==> src/rtl/irft_pkg.sv <==
`timescale 1ns / 1ps

package irft_pkg;

	// Register map of the configuration port
	typedef enum logic [2:0] {
		CFG_CARRIER_HALF  = 3'd0,
		CFG_START_MARK    = 3'd1,
		CFG_START_SPACE   = 3'd2,
		CFG_BIT_MARK      = 3'd3,
		CFG_ONE_SPACE     = 3'd4,
		CFG_ZERO_SPACE    = 3'd5
	} cfg_reg_t;

	localparam int unsigned CFG_IDX_W  = 3;
	localparam int unsigned CFG_DATA_W = 16;

	localparam logic [7:0]  CARRIER_HALF_RST = 8'd13;
	localparam logic [9:0]  START_MARK_RST   = 10'd173;
	localparam logic [15:0] START_SPACE_RST  = 16'd4500;
	localparam logic [7:0]  BIT_MARK_RST     = 8'd21;
	localparam logic [15:0] ONE_SPACE_RST    = 16'd1690;
	localparam logic [15:0] ZERO_SPACE_RST   = 16'd560;

	localparam logic [5:0] FRAME_BITS = 6'd32;

	typedef enum logic [2:0] {
		PH_IDLE        = 3'd0,
		PH_START_MARK  = 3'd1,
		PH_START_SPACE = 3'd2,
		PH_BIT_MARK    = 3'd3,
		PH_BIT_SPACE   = 3'd4,
		PH_STOP_MARK   = 3'd5,
		PH_STOP_SPACE  = 3'd6
	} phase_t;

	typedef struct packed {
		logic [7:0]  carrier_half_us;
		logic [9:0]  start_mark_periods;
		logic [15:0] start_space_us;
		logic [7:0]  bit_mark_periods;
		logic [15:0] one_space_us;
		logic [15:0] zero_space_us;
	} irft_cfg_t;

	typedef struct packed {
		logic led_on;
		logic busy_res;
		logic frame_done;
		logic rejected;
	} irft_res_t;

	// a count of zero behaves as one
	function automatic logic [7:0] nz8(input logic [7:0] v);
		return (v == 8'd0) ? 8'd1 : v;
	endfunction

	function automatic logic [9:0] nz10(input logic [9:0] v);
		return (v == 10'd0) ? 10'd1 : v;
	endfunction

	function automatic logic [15:0] nz16(input logic [15:0] v);
		return (v == 16'd0) ? 16'd1 : v;
	endfunction

endpackage

==> src/rtl/irft_ifs.sv <==
`timescale 1ns / 1ps

interface irft_item_if;
	logic        valid;
	logic        ready;
	logic        cmd;
	logic [15:0] address;
	logic [7:0]  command_byte;

	modport source (output valid, cmd, address, command_byte, input ready);
	modport sink   (input valid, cmd, address, command_byte, output ready);
endinterface

interface irft_res_if;
	logic valid;
	logic ready;
	logic led_on;
	logic busy_res;
	logic frame_done;
	logic rejected;

	modport source (output valid, led_on, busy_res, frame_done, rejected, input ready);
	modport sink   (input valid, led_on, busy_res, frame_done, rejected, output ready);
endinterface

interface irft_cfg_if import irft_pkg::*; ();
	logic                  valid;
	logic                  ready;
	logic [CFG_IDX_W-1:0]  index;
	logic [CFG_DATA_W-1:0] data;

	modport source (output valid, index, data, input ready);
	modport sink   (input valid, index, data, output ready);
endinterface

==> src/rtl/irft_cfg_regs.sv <==
`timescale 1ns / 1ps

module irft_cfg_regs import irft_pkg::*; (
	input  logic                  clk,
	input  logic                  arst_n,
	input  logic                  wr_en,
	input  logic [CFG_IDX_W-1:0]  wr_index,
	input  logic [CFG_DATA_W-1:0] wr_data,
	output irft_cfg_t             cfg
);

	irft_cfg_t cfg_q;

	always_ff @(posedge clk or negedge arst_n) begin
		if (!arst_n) begin
			cfg_q.carrier_half_us    <= CARRIER_HALF_RST;
			cfg_q.start_mark_periods <= START_MARK_RST;
			cfg_q.start_space_us     <= START_SPACE_RST;
			cfg_q.bit_mark_periods   <= BIT_MARK_RST;
			cfg_q.one_space_us       <= ONE_SPACE_RST;
			cfg_q.zero_space_us      <= ZERO_SPACE_RST;
		end else if (wr_en) begin
			unique case (cfg_reg_t'(wr_index))
				CFG_CARRIER_HALF: cfg_q.carrier_half_us    <= wr_data[7:0];
				CFG_START_MARK:   cfg_q.start_mark_periods <= wr_data[9:0];
				CFG_START_SPACE:  cfg_q.start_space_us     <= wr_data;
				CFG_BIT_MARK:     cfg_q.bit_mark_periods   <= wr_data[7:0];
				CFG_ONE_SPACE:    cfg_q.one_space_us       <= wr_data;
				CFG_ZERO_SPACE:   cfg_q.zero_space_us      <= wr_data;
				default: ;  // unmapped index, dropped
			endcase
		end
	end

	assign cfg = cfg_q;

endmodule

==> src/rtl/irft_seq.sv <==
`timescale 1ns / 1ps

module irft_seq import irft_pkg::*; (
	input  logic        clk,
	input  logic        arst_n,
	input  irft_cfg_t   cfg,
	input  logic        tick,
	input  logic        cmd,
	input  logic [15:0] address,
	input  logic [7:0]  command_byte,
	output irft_res_t   res
);

	phase_t      phase_q;
	logic [31:0] shift_q;
	logic [5:0]  bits_q;
	logic [9:0]  per_q;
	logic [7:0]  half_q;
	logic [15:0] space_q;
	logic        lvl_q;

	phase_t      ph, ph_n;
	logic [31:0] sh, sh_n;
	logic [5:0]  bl, bl_n;
	logic [9:0]  pl, pl_n, p_dec;
	logic [7:0]  hl, hl_n, h_dec, half_rld;
	logic [15:0] sl, sl_n, s_dec;
	logic        lv, lv_n;
	logic        start;

	assign half_rld = nz8(cfg.carrier_half_us);

	always_comb begin
		start = cmd && (phase_q == PH_IDLE);
		res   = '0;
		res.rejected = cmd && (phase_q != PH_IDLE);

		// state as seen by this tick, with a new frame loaded
		ph = phase_q;
		sh = shift_q;
		bl = bits_q;
		pl = per_q;
		hl = half_q;
		sl = space_q;
		lv = lvl_q;
		if (start) begin
			ph = PH_START_MARK;
			sh = {address, command_byte, ~command_byte};
			bl = FRAME_BITS;
			pl = nz10(cfg.start_mark_periods);
			hl = half_rld;
			lv = 1'b1;
		end

		h_dec = (hl != 8'd0) ? hl - 8'd1 : 8'd0;
		p_dec = (pl != 10'd0) ? pl - 10'd1 : 10'd0;
		s_dec = (sl != 16'd0) ? sl - 16'd1 : 16'd0;

		ph_n = ph;
		sh_n = sh;
		bl_n = bl;
		pl_n = pl;
		hl_n = hl;
		sl_n = sl;
		lv_n = lv;

		unique case (ph)
			PH_START_MARK, PH_BIT_MARK, PH_STOP_MARK: begin
				res.busy_res = 1'b1;
				res.led_on   = lv;
				if (h_dec != 8'd0) begin
					hl_n = h_dec;
				end else begin
					hl_n = half_rld;
					if (lv) begin
						lv_n = 1'b0;
					end else begin
						pl_n = p_dec;
						if (p_dec != 10'd0) begin
							lv_n = 1'b1;
						end else if (ph == PH_START_MARK) begin
							ph_n = PH_START_SPACE;
							sl_n = nz16(cfg.start_space_us);
						end else if (ph == PH_BIT_MARK) begin
							// MSB leaves the shifter and picks the space length
							ph_n = PH_BIT_SPACE;
							sh_n = {sh[30:0], 1'b0};
							bl_n = (bl != 6'd0) ? bl - 6'd1 : 6'd0;
							sl_n = nz16(sh[31] ? cfg.one_space_us : cfg.zero_space_us);
						end else begin
							ph_n = PH_STOP_SPACE;
							sl_n = nz16(cfg.one_space_us);
						end
					end
				end
			end
			PH_START_SPACE, PH_BIT_SPACE: begin
				res.busy_res = 1'b1;
				sl_n = s_dec;
				if (s_dec == 16'd0) begin
					ph_n = (bl != 6'd0) ? PH_BIT_MARK : PH_STOP_MARK;
					pl_n = {2'b00, nz8(cfg.bit_mark_periods)};
					hl_n = half_rld;
					lv_n = 1'b1;
				end
			end
			PH_STOP_SPACE: begin
				res.busy_res = 1'b1;
				sl_n = s_dec;
				if (s_dec == 16'd0) begin
					res.frame_done = 1'b1;
					ph_n = PH_IDLE;
					lv_n = 1'b0;
				end
			end
			default: begin
				ph_n = PH_IDLE;
			end
		endcase
	end

	always_ff @(posedge clk or negedge arst_n) begin
		if (!arst_n) begin
			phase_q <= PH_IDLE;
			shift_q <= '0;
			bits_q  <= '0;
			per_q   <= '0;
			half_q  <= '0;
			space_q <= '0;
			lvl_q   <= 1'b0;
		end else if (tick) begin
			phase_q <= ph_n;
			shift_q <= sh_n;
			bits_q  <= bl_n;
			per_q   <= pl_n;
			half_q  <= hl_n;
			space_q <= sl_n;
			lvl_q   <= lv_n;
		end
	end

endmodule

==> src/rtl/irft_out_stage.sv <==
`timescale 1ns / 1ps

module irft_out_stage import irft_pkg::*; (
	input  logic      clk,
	input  logic      arst_n,
	input  logic      push,
	input  irft_res_t push_data,
	output logic      push_ready,
	output logic      out_valid,
	input  logic      out_ready,
	output irft_res_t out_data
);

	logic      out_v_q;
	logic      skid_v_q;
	irft_res_t out_d_q;
	irft_res_t skid_d_q;

	assign push_ready = !skid_v_q;

	always_ff @(posedge clk or negedge arst_n) begin
		if (!arst_n) begin
			out_v_q  <= 1'b0;
			skid_v_q <= 1'b0;
		end else if (!out_v_q || out_ready) begin
			out_v_q  <= skid_v_q || push;
			skid_v_q <= 1'b0;
		end else if (push) begin
			skid_v_q <= 1'b1;
		end
	end

	always_ff @(posedge clk) begin
		if (!out_v_q || out_ready) begin
			out_d_q <= skid_v_q ? skid_d_q : push_data;
		end else if (push) begin
			skid_d_q <= push_data;
		end
	end

	assign out_valid = out_v_q;
	assign out_data  = out_d_q;

endmodule

==> src/rtl/ir_remote_frame_transmitter_core.sv <==
`timescale 1ns / 1ps

// channel | dir | beat carries                               | accepted when
// item    | in  | cmd, address, command_byte                 | valid && ready
// res     | out | led_on, busy_res, frame_done, rejected     | valid && ready
// cfg     | in  | index, data (register write)               | valid && ready
//
// One item is one 1 us tick; an item is taken every clock while res drains.
// Each tick's result is registered in the output register, or in the skid entry while res is stalled.
// The state update and result logic run between the sequencer registers and the
// output register; a skid entry holds one more result while res is stalled.
// item.ready drops only when both output register and skid entry are full.
// Reset: idle, registers back to defaults. cfg.ready is always high.

module ir_remote_frame_transmitter_core import irft_pkg::*; (
	input  logic   clk,
	input  logic   arst_n,
	irft_item_if.sink   item,
	irft_res_if.source  res,
	irft_cfg_if.sink    cfg
);

	irft_cfg_t cfg_regs;
	irft_res_t tick_res;
	irft_res_t out_res;
	logic      push;
	logic      push_ready;

	assign cfg.ready = 1'b1;

	irft_cfg_regs u_cfg_regs (
		.clk      (clk),
		.arst_n   (arst_n),
		.wr_en    (cfg.valid),
		.wr_index (cfg.index),
		.wr_data  (cfg.data),
		.cfg      (cfg_regs)
	);

	// frame sequencer advances once per accepted tick beat
	assign item.ready = push_ready;
	assign push       = item.valid && push_ready;

	irft_seq u_seq (
		.clk          (clk),
		.arst_n       (arst_n),
		.cfg          (cfg_regs),
		.tick         (push),
		.cmd          (item.cmd),
		.address      (item.address),
		.command_byte (item.command_byte),
		.res          (tick_res)
	);

	irft_out_stage u_out_stage (
		.clk        (clk),
		.arst_n     (arst_n),
		.push       (push),
		.push_data  (tick_res),
		.push_ready (push_ready),
		.out_valid  (res.valid),
		.out_ready  (res.ready),
		.out_data   (out_res)
	);

	assign res.led_on     = out_res.led_on;
	assign res.busy_res   = out_res.busy_res;
	assign res.frame_done = out_res.frame_done;
	assign res.rejected   = out_res.rejected;

endmodule

==> src/flat_wrapper.sv <==
// flat-port wrapper written by rule: the top's interface ports become plain ports
module ir_remote_frame_transmitter_core_flat import irft_pkg::*;
  (clk, arst_n, item_valid, item_cmd, item_address, item_command_byte, item_ready, res_valid, res_led_on, res_busy_res, res_frame_done, res_rejected, res_ready, cfg_valid, cfg_index, cfg_data, cfg_ready);
  irft_item_if item_i ();
  irft_res_if res_i ();
  irft_cfg_if cfg_i ();
  input  logic clk;
  input  logic arst_n;
  input wire logic [$bits(item_i.valid)-1:0] item_valid;
  input wire logic [$bits(item_i.cmd)-1:0] item_cmd;
  input wire logic [$bits(item_i.address)-1:0] item_address;
  input wire logic [$bits(item_i.command_byte)-1:0] item_command_byte;
  output wire logic [$bits(item_i.ready)-1:0] item_ready;
  output wire logic [$bits(res_i.valid)-1:0] res_valid;
  output wire logic [$bits(res_i.led_on)-1:0] res_led_on;
  output wire logic [$bits(res_i.busy_res)-1:0] res_busy_res;
  output wire logic [$bits(res_i.frame_done)-1:0] res_frame_done;
  output wire logic [$bits(res_i.rejected)-1:0] res_rejected;
  input wire logic [$bits(res_i.ready)-1:0] res_ready;
  input wire logic [$bits(cfg_i.valid)-1:0] cfg_valid;
  input wire logic [$bits(cfg_i.index)-1:0] cfg_index;
  input wire logic [$bits(cfg_i.data)-1:0] cfg_data;
  output wire logic [$bits(cfg_i.ready)-1:0] cfg_ready;
  assign item_i.valid = item_valid;
  assign item_i.cmd = item_cmd;
  assign item_i.address = item_address;
  assign item_i.command_byte = item_command_byte;
  assign item_ready = item_i.ready;
  assign res_valid = res_i.valid;
  assign res_led_on = res_i.led_on;
  assign res_busy_res = res_i.busy_res;
  assign res_frame_done = res_i.frame_done;
  assign res_rejected = res_i.rejected;
  assign res_i.ready = res_ready;
  assign cfg_i.valid = cfg_valid;
  assign cfg_i.index = cfg_index;
  assign cfg_i.data = cfg_data;
  assign cfg_ready = cfg_i.ready;
  ir_remote_frame_transmitter_core u_core (.clk(clk), .arst_n(arst_n), .item(item_i), .res(res_i), .cfg(cfg_i));
endmodule
==> config.mk <==
export PLATFORM = sky130hd
export DESIGN_NAME = ir_remote_frame_transmitter_core_flat
export DESIGN_NICKNAME = d
export VERILOG_FILES = /design/src/rtl/irft_pkg.sv /design/src/rtl/irft_ifs.sv /design/src/rtl/irft_cfg_regs.sv /design/src/rtl/irft_seq.sv /design/src/rtl/irft_out_stage.sv /design/src/rtl/ir_remote_frame_transmitter_core.sv /design/src/flat_wrapper.sv
export SDC_FILE = /design/constraint.sdc
export NUM_CORES = 1
export LEC_CHECK = 0
export BUFFER_PORTS_ARGS = -buffer_cell sky130_fd_sc_hd__buf_2
export CAP_MARGIN = 15
export CORE_ASPECT_RATIO = 1.1
export CORE_UTILIZATION = 50
export DETAILED_ROUTE_END_ITERATION = 10
export PLACE_DENSITY = 0.7
export SYNTH_ARGS = -nofsm -noshare
export SYNTH_HDL_FRONTEND = slang
export SYNTH_HIERARCHICAL = 1
export SYNTH_SLANG_ARGS = --single-unit
==> constraint.sdc <==
create_clock -name clk -period 9.61 [get_ports clk]
set_clock_uncertainty 0.05 [all_clocks]
set_input_delay 2.4025 -clock clk [delete_from_list [all_inputs] [get_ports clk]]
set_output_delay 2.4025 -clock clk [all_outputs]
set_load 0.01 [all_outputs]
==> impl_metrics.py <==
metrics = {
    "outcome": {
        "status": "finished clean",
    },
    "die": {
        "num_rows": 53,
        "dieArea_sq_um": 19900,
        "die_h_um": 148,
        "initial_core_util_pct": 50.8,
        "num_io_pins": 56,
        "core_area_sq_um": 19000,
        "die_w_um": 135,
    },
    "placement": {
        "pre_cts_slack_ns": 2.13,
        "routabilityCongestion": 0.926,
        "dp.cells": 1243,
        "io_buffers": 54,
        "dp_hpwl_mm": 17.6,
    },
    "route": {
        "post-route-drc-count": 0,
        "vias": 8137,
        "drt_iter0_drc": 633,
        "wl_per_cell_um": 19.9,
        "vias_per_cell": 6.38,
        "ant_nets": 0,
        "dr.pass1.iters": 7,
        "wl_mm": 25.4,
    },
    "clock_network": {
        "clk_pin_slew_ns": 0.06,
        "clock-sinks": 160,
        "cts_tree": "yes",
        "clk_latency_ns": 0.43,
        "cts_resized": 0,
        "ctsHoldBuffers": 0,
        "cts_post_setup_buffers_inserted": 0,
        "clockBufferDepth": 2,
        "numCtsBuffers": 17,
        "cts_root_buffer": "clkbuf_16",
        "htreeDepth": 4,
    },
    "global_routing": {
        "grt_pass1_vias": 7716,
        "grt.met3_usage_pct": 4.12,
        "grt_pass1_wl_mm": 41.4,
        "overflow": 0,
        "antenna_found_initial": 0,
        "busiest_layer": "met2",
        "grt_use_met1_pct": 35.8,
        "grt.total_usage_pct": 26.6,
        "grt_max_degree": 85,
        "grt_util_met2_pct": 42.4,
    },
    "finish": {
        "multiInputGateArea_sq_um": 5250,
        "final_common_cell": "dfrtp_1",
        "final_cells": 1276,
        "seq_area_sq_um": 4080,
        "num_antenna_cells": 0,
        "drive_gt1_share_pct": 25.1,
        "final_nets": 1071,
        "layout_common_cells": "127 x dfrtp_1, 109 x nand2_1, 96 x mux2_2",
        "postLayoutCoreUtil_pct": 55.9,
        "fillers": 1692,
        "syn_to_final_growth_pct": 9.98,
    },
    "sta": {
        "drv_slew": 0,
        "setup_tns_ns": 0,
        "hold_viol_final": 0,
        "setup_ws_ns": 2.55,
        "tightest_slew_ns": 1.13,
        "whs_ns": 0.429,
        "fin_crit_sh_pct": 73.5,
        "setup_viol": 0,
        "slew_headroom_pct": 24.6,
        "min_period_ns": 7.06,
        "rsz0062_at_grt": "false",
        "fmax_mhz": 142,
    },
    "min_path": {
        "hold_class": "flip-flop to flip-flop",
    },
    "critical_path": {
        "cp_data_arrival_time_ns": 7.29,
        "end_kind": "flip-flop",
        "path_class": "primary input to flip-flop",
        "rrSetupSlack_ns": 3.87,
        "worstPathRequired_ns": 9.84,
        "start_kind": "primary input",
        "crit_fanout": 19,
    },
    "yosys": {
        "ys_warn_count": 6,
        "synth_top_area_share_pct": 32.8,
        "synth_area_sq_um": 9680,
        "ys_types": 92,
        "ys_ff_latch": 160,
        "yosysTopAreaCell": "dfrtp_1",
        "synth-async-reset-ratio_pct": 95.0,
        "synthTopCellsByArea": "dfrtp_1 33%, mux2_2 11%, dfstp_2 6.8%",
        "syn-num-nets": 1048,
        "netlist_instances": 993,
        "synthFlopType": "dfrtp_1",
        "yosysSeqAreaShare_pct": 42.1,
        "avgSynthCellArea_sq_um": 9.74,
        "synth_edf_count": 8,
    },
    "pwr": {
        "irDropWorstVdd_mv": 0.138,
        "power_density_nw_per_um2": 265,
        "leakage_uw": 0.00433,
    },
    "flow_run": {
        "max_cap_viol_count": 0,
    },
}
## worst paths after layout
| kind | from | end | cells after the start |
|---|---|---|---|
| min | u_core/u_seq/shift_q[23] | u_core/u_seq/shift_q[23] | 2 |
| min reg2reg | u_core/u_seq/shift_q[23] | u_core/u_seq/shift_q[23] | 2 |
| min in group asynchronous | arst_n | u_core/u_seq/shift_q[13] | 1 |
| max reg2reg | u_core/u_seq/phase_q[0] | u_core/u_seq/shift_q[0] | 13 |
| max in group asynchronous | arst_n | u_core/u_seq/per_q[3] | 2 |
| max | item_cmd | u_core/u_seq/shift_q[0] | 14 |
## through the flow
| step | total power, uW | cell area (sq um) |
|---|---|---|
| after global routing | 3000 | 10600 |
| after global placement | 2140 | 10100 |
| after detailed placement | 2160 | 10100 |
| after floorplan | 1870 | 9680 |
| final | 2830 | 10600 |
| after CTS | 2830 | 10600 |
## flip-flops by register name, summed over array words and instances (netlist names)
| name | count |
|---|---|
| u_core/u_cfg_regs/cfg | 74 |
| u_core/u_out_stage/out_data | 4 |
| u_core/u_out_stage/out_valid | 1 |
| u_core/u_out_stage/skid_d_q | 4 |
| u_core/u_out_stage/skid_v_q | 1 |
| u_core/u_seq/bits_q | 6 |
| u_core/u_seq/half_q | 8 |
| u_core/u_seq/lvl_q | 1 |
| u_core/u_seq/per_q | 10 |
| u_core/u_seq/phase_q | 3 |
| u_core/u_seq/shift_q | 32 |
| u_core/u_seq/sl | 16 |
## worst max-delay path: stages
cell     delay (ns)
buf_2          0.15
or4b_4         0.61
nor2_1         0.13
a21oi_1        0.15
inv_1          0.11
ha_1           0.30
or3b_2         0.54
o31ai_1        0.32
or4b_1         0.46
and3_1         0.19
a211o_1        0.34
or4_1          0.73
a21oi_4        0.67
o22ai_1        0.18
## cells in the mapped netlist, types with 7 or more instances
library cell and instances:
a21o_1 9, a21oi_1 44, a221o_1 7, a221oi_1 9, a2bb2oi_1 9, a2bb2oi_2 7, a31oi_1 10, clkbuf_1 42
dfrtp_1 127, dfstp_2 25, edfxtp_1 8, inv_1 18, mux2_2 96, mux2i_1 32, nand2_1 109, nand3_1 20
nor2_1 94, nor2b_1 9, nor3_1 33, nor4_1 22, o211ai_1 7, o21a_1 7, o21ai_0 49, o221ai_1 7
o22ai_1 16, o2bb2ai_1 11, or3_1 8, or4_1 7
## metal layers
metal  vias to the layer above  share of wire (%)
li1                       3769                  -
met1                      4044                 44
met2                       264                 48
met3                        60                4.8
met4                         0                3.2
met5                         -                  0
## cell type report
class	instances	area share, %
multi-input combinational	752	49.3
sequential	160	38.3
clock buffer	21	4.33
timing repair buffer	67	3.52
tap	247	2.90
clock inverter	11	0.988
inverter	18	0.635
## cell families after synthesis
kind of cell             after synthesis  share of synthesized area, %
other                                  1                        0.0388
XOR/XNOR                               5                         0.453
adder cells (fa/ha/maj)                6                         0.776
multiplexers                         135                          15.4
AND/OR/NAND/NOR                      359                          18.6
flip-flops                           160                          42.1
buffers and inverters                 81                          3.92
AO/OA/AOI/OAI                        246                          18.6
## power by group
part           internal [uW]  switching, uW
Clock                    372            282
Sequential               913            236
Combinational            460            562
Total                   1740           1080
No activity file was read; power rests on OpenSTA's default activity.
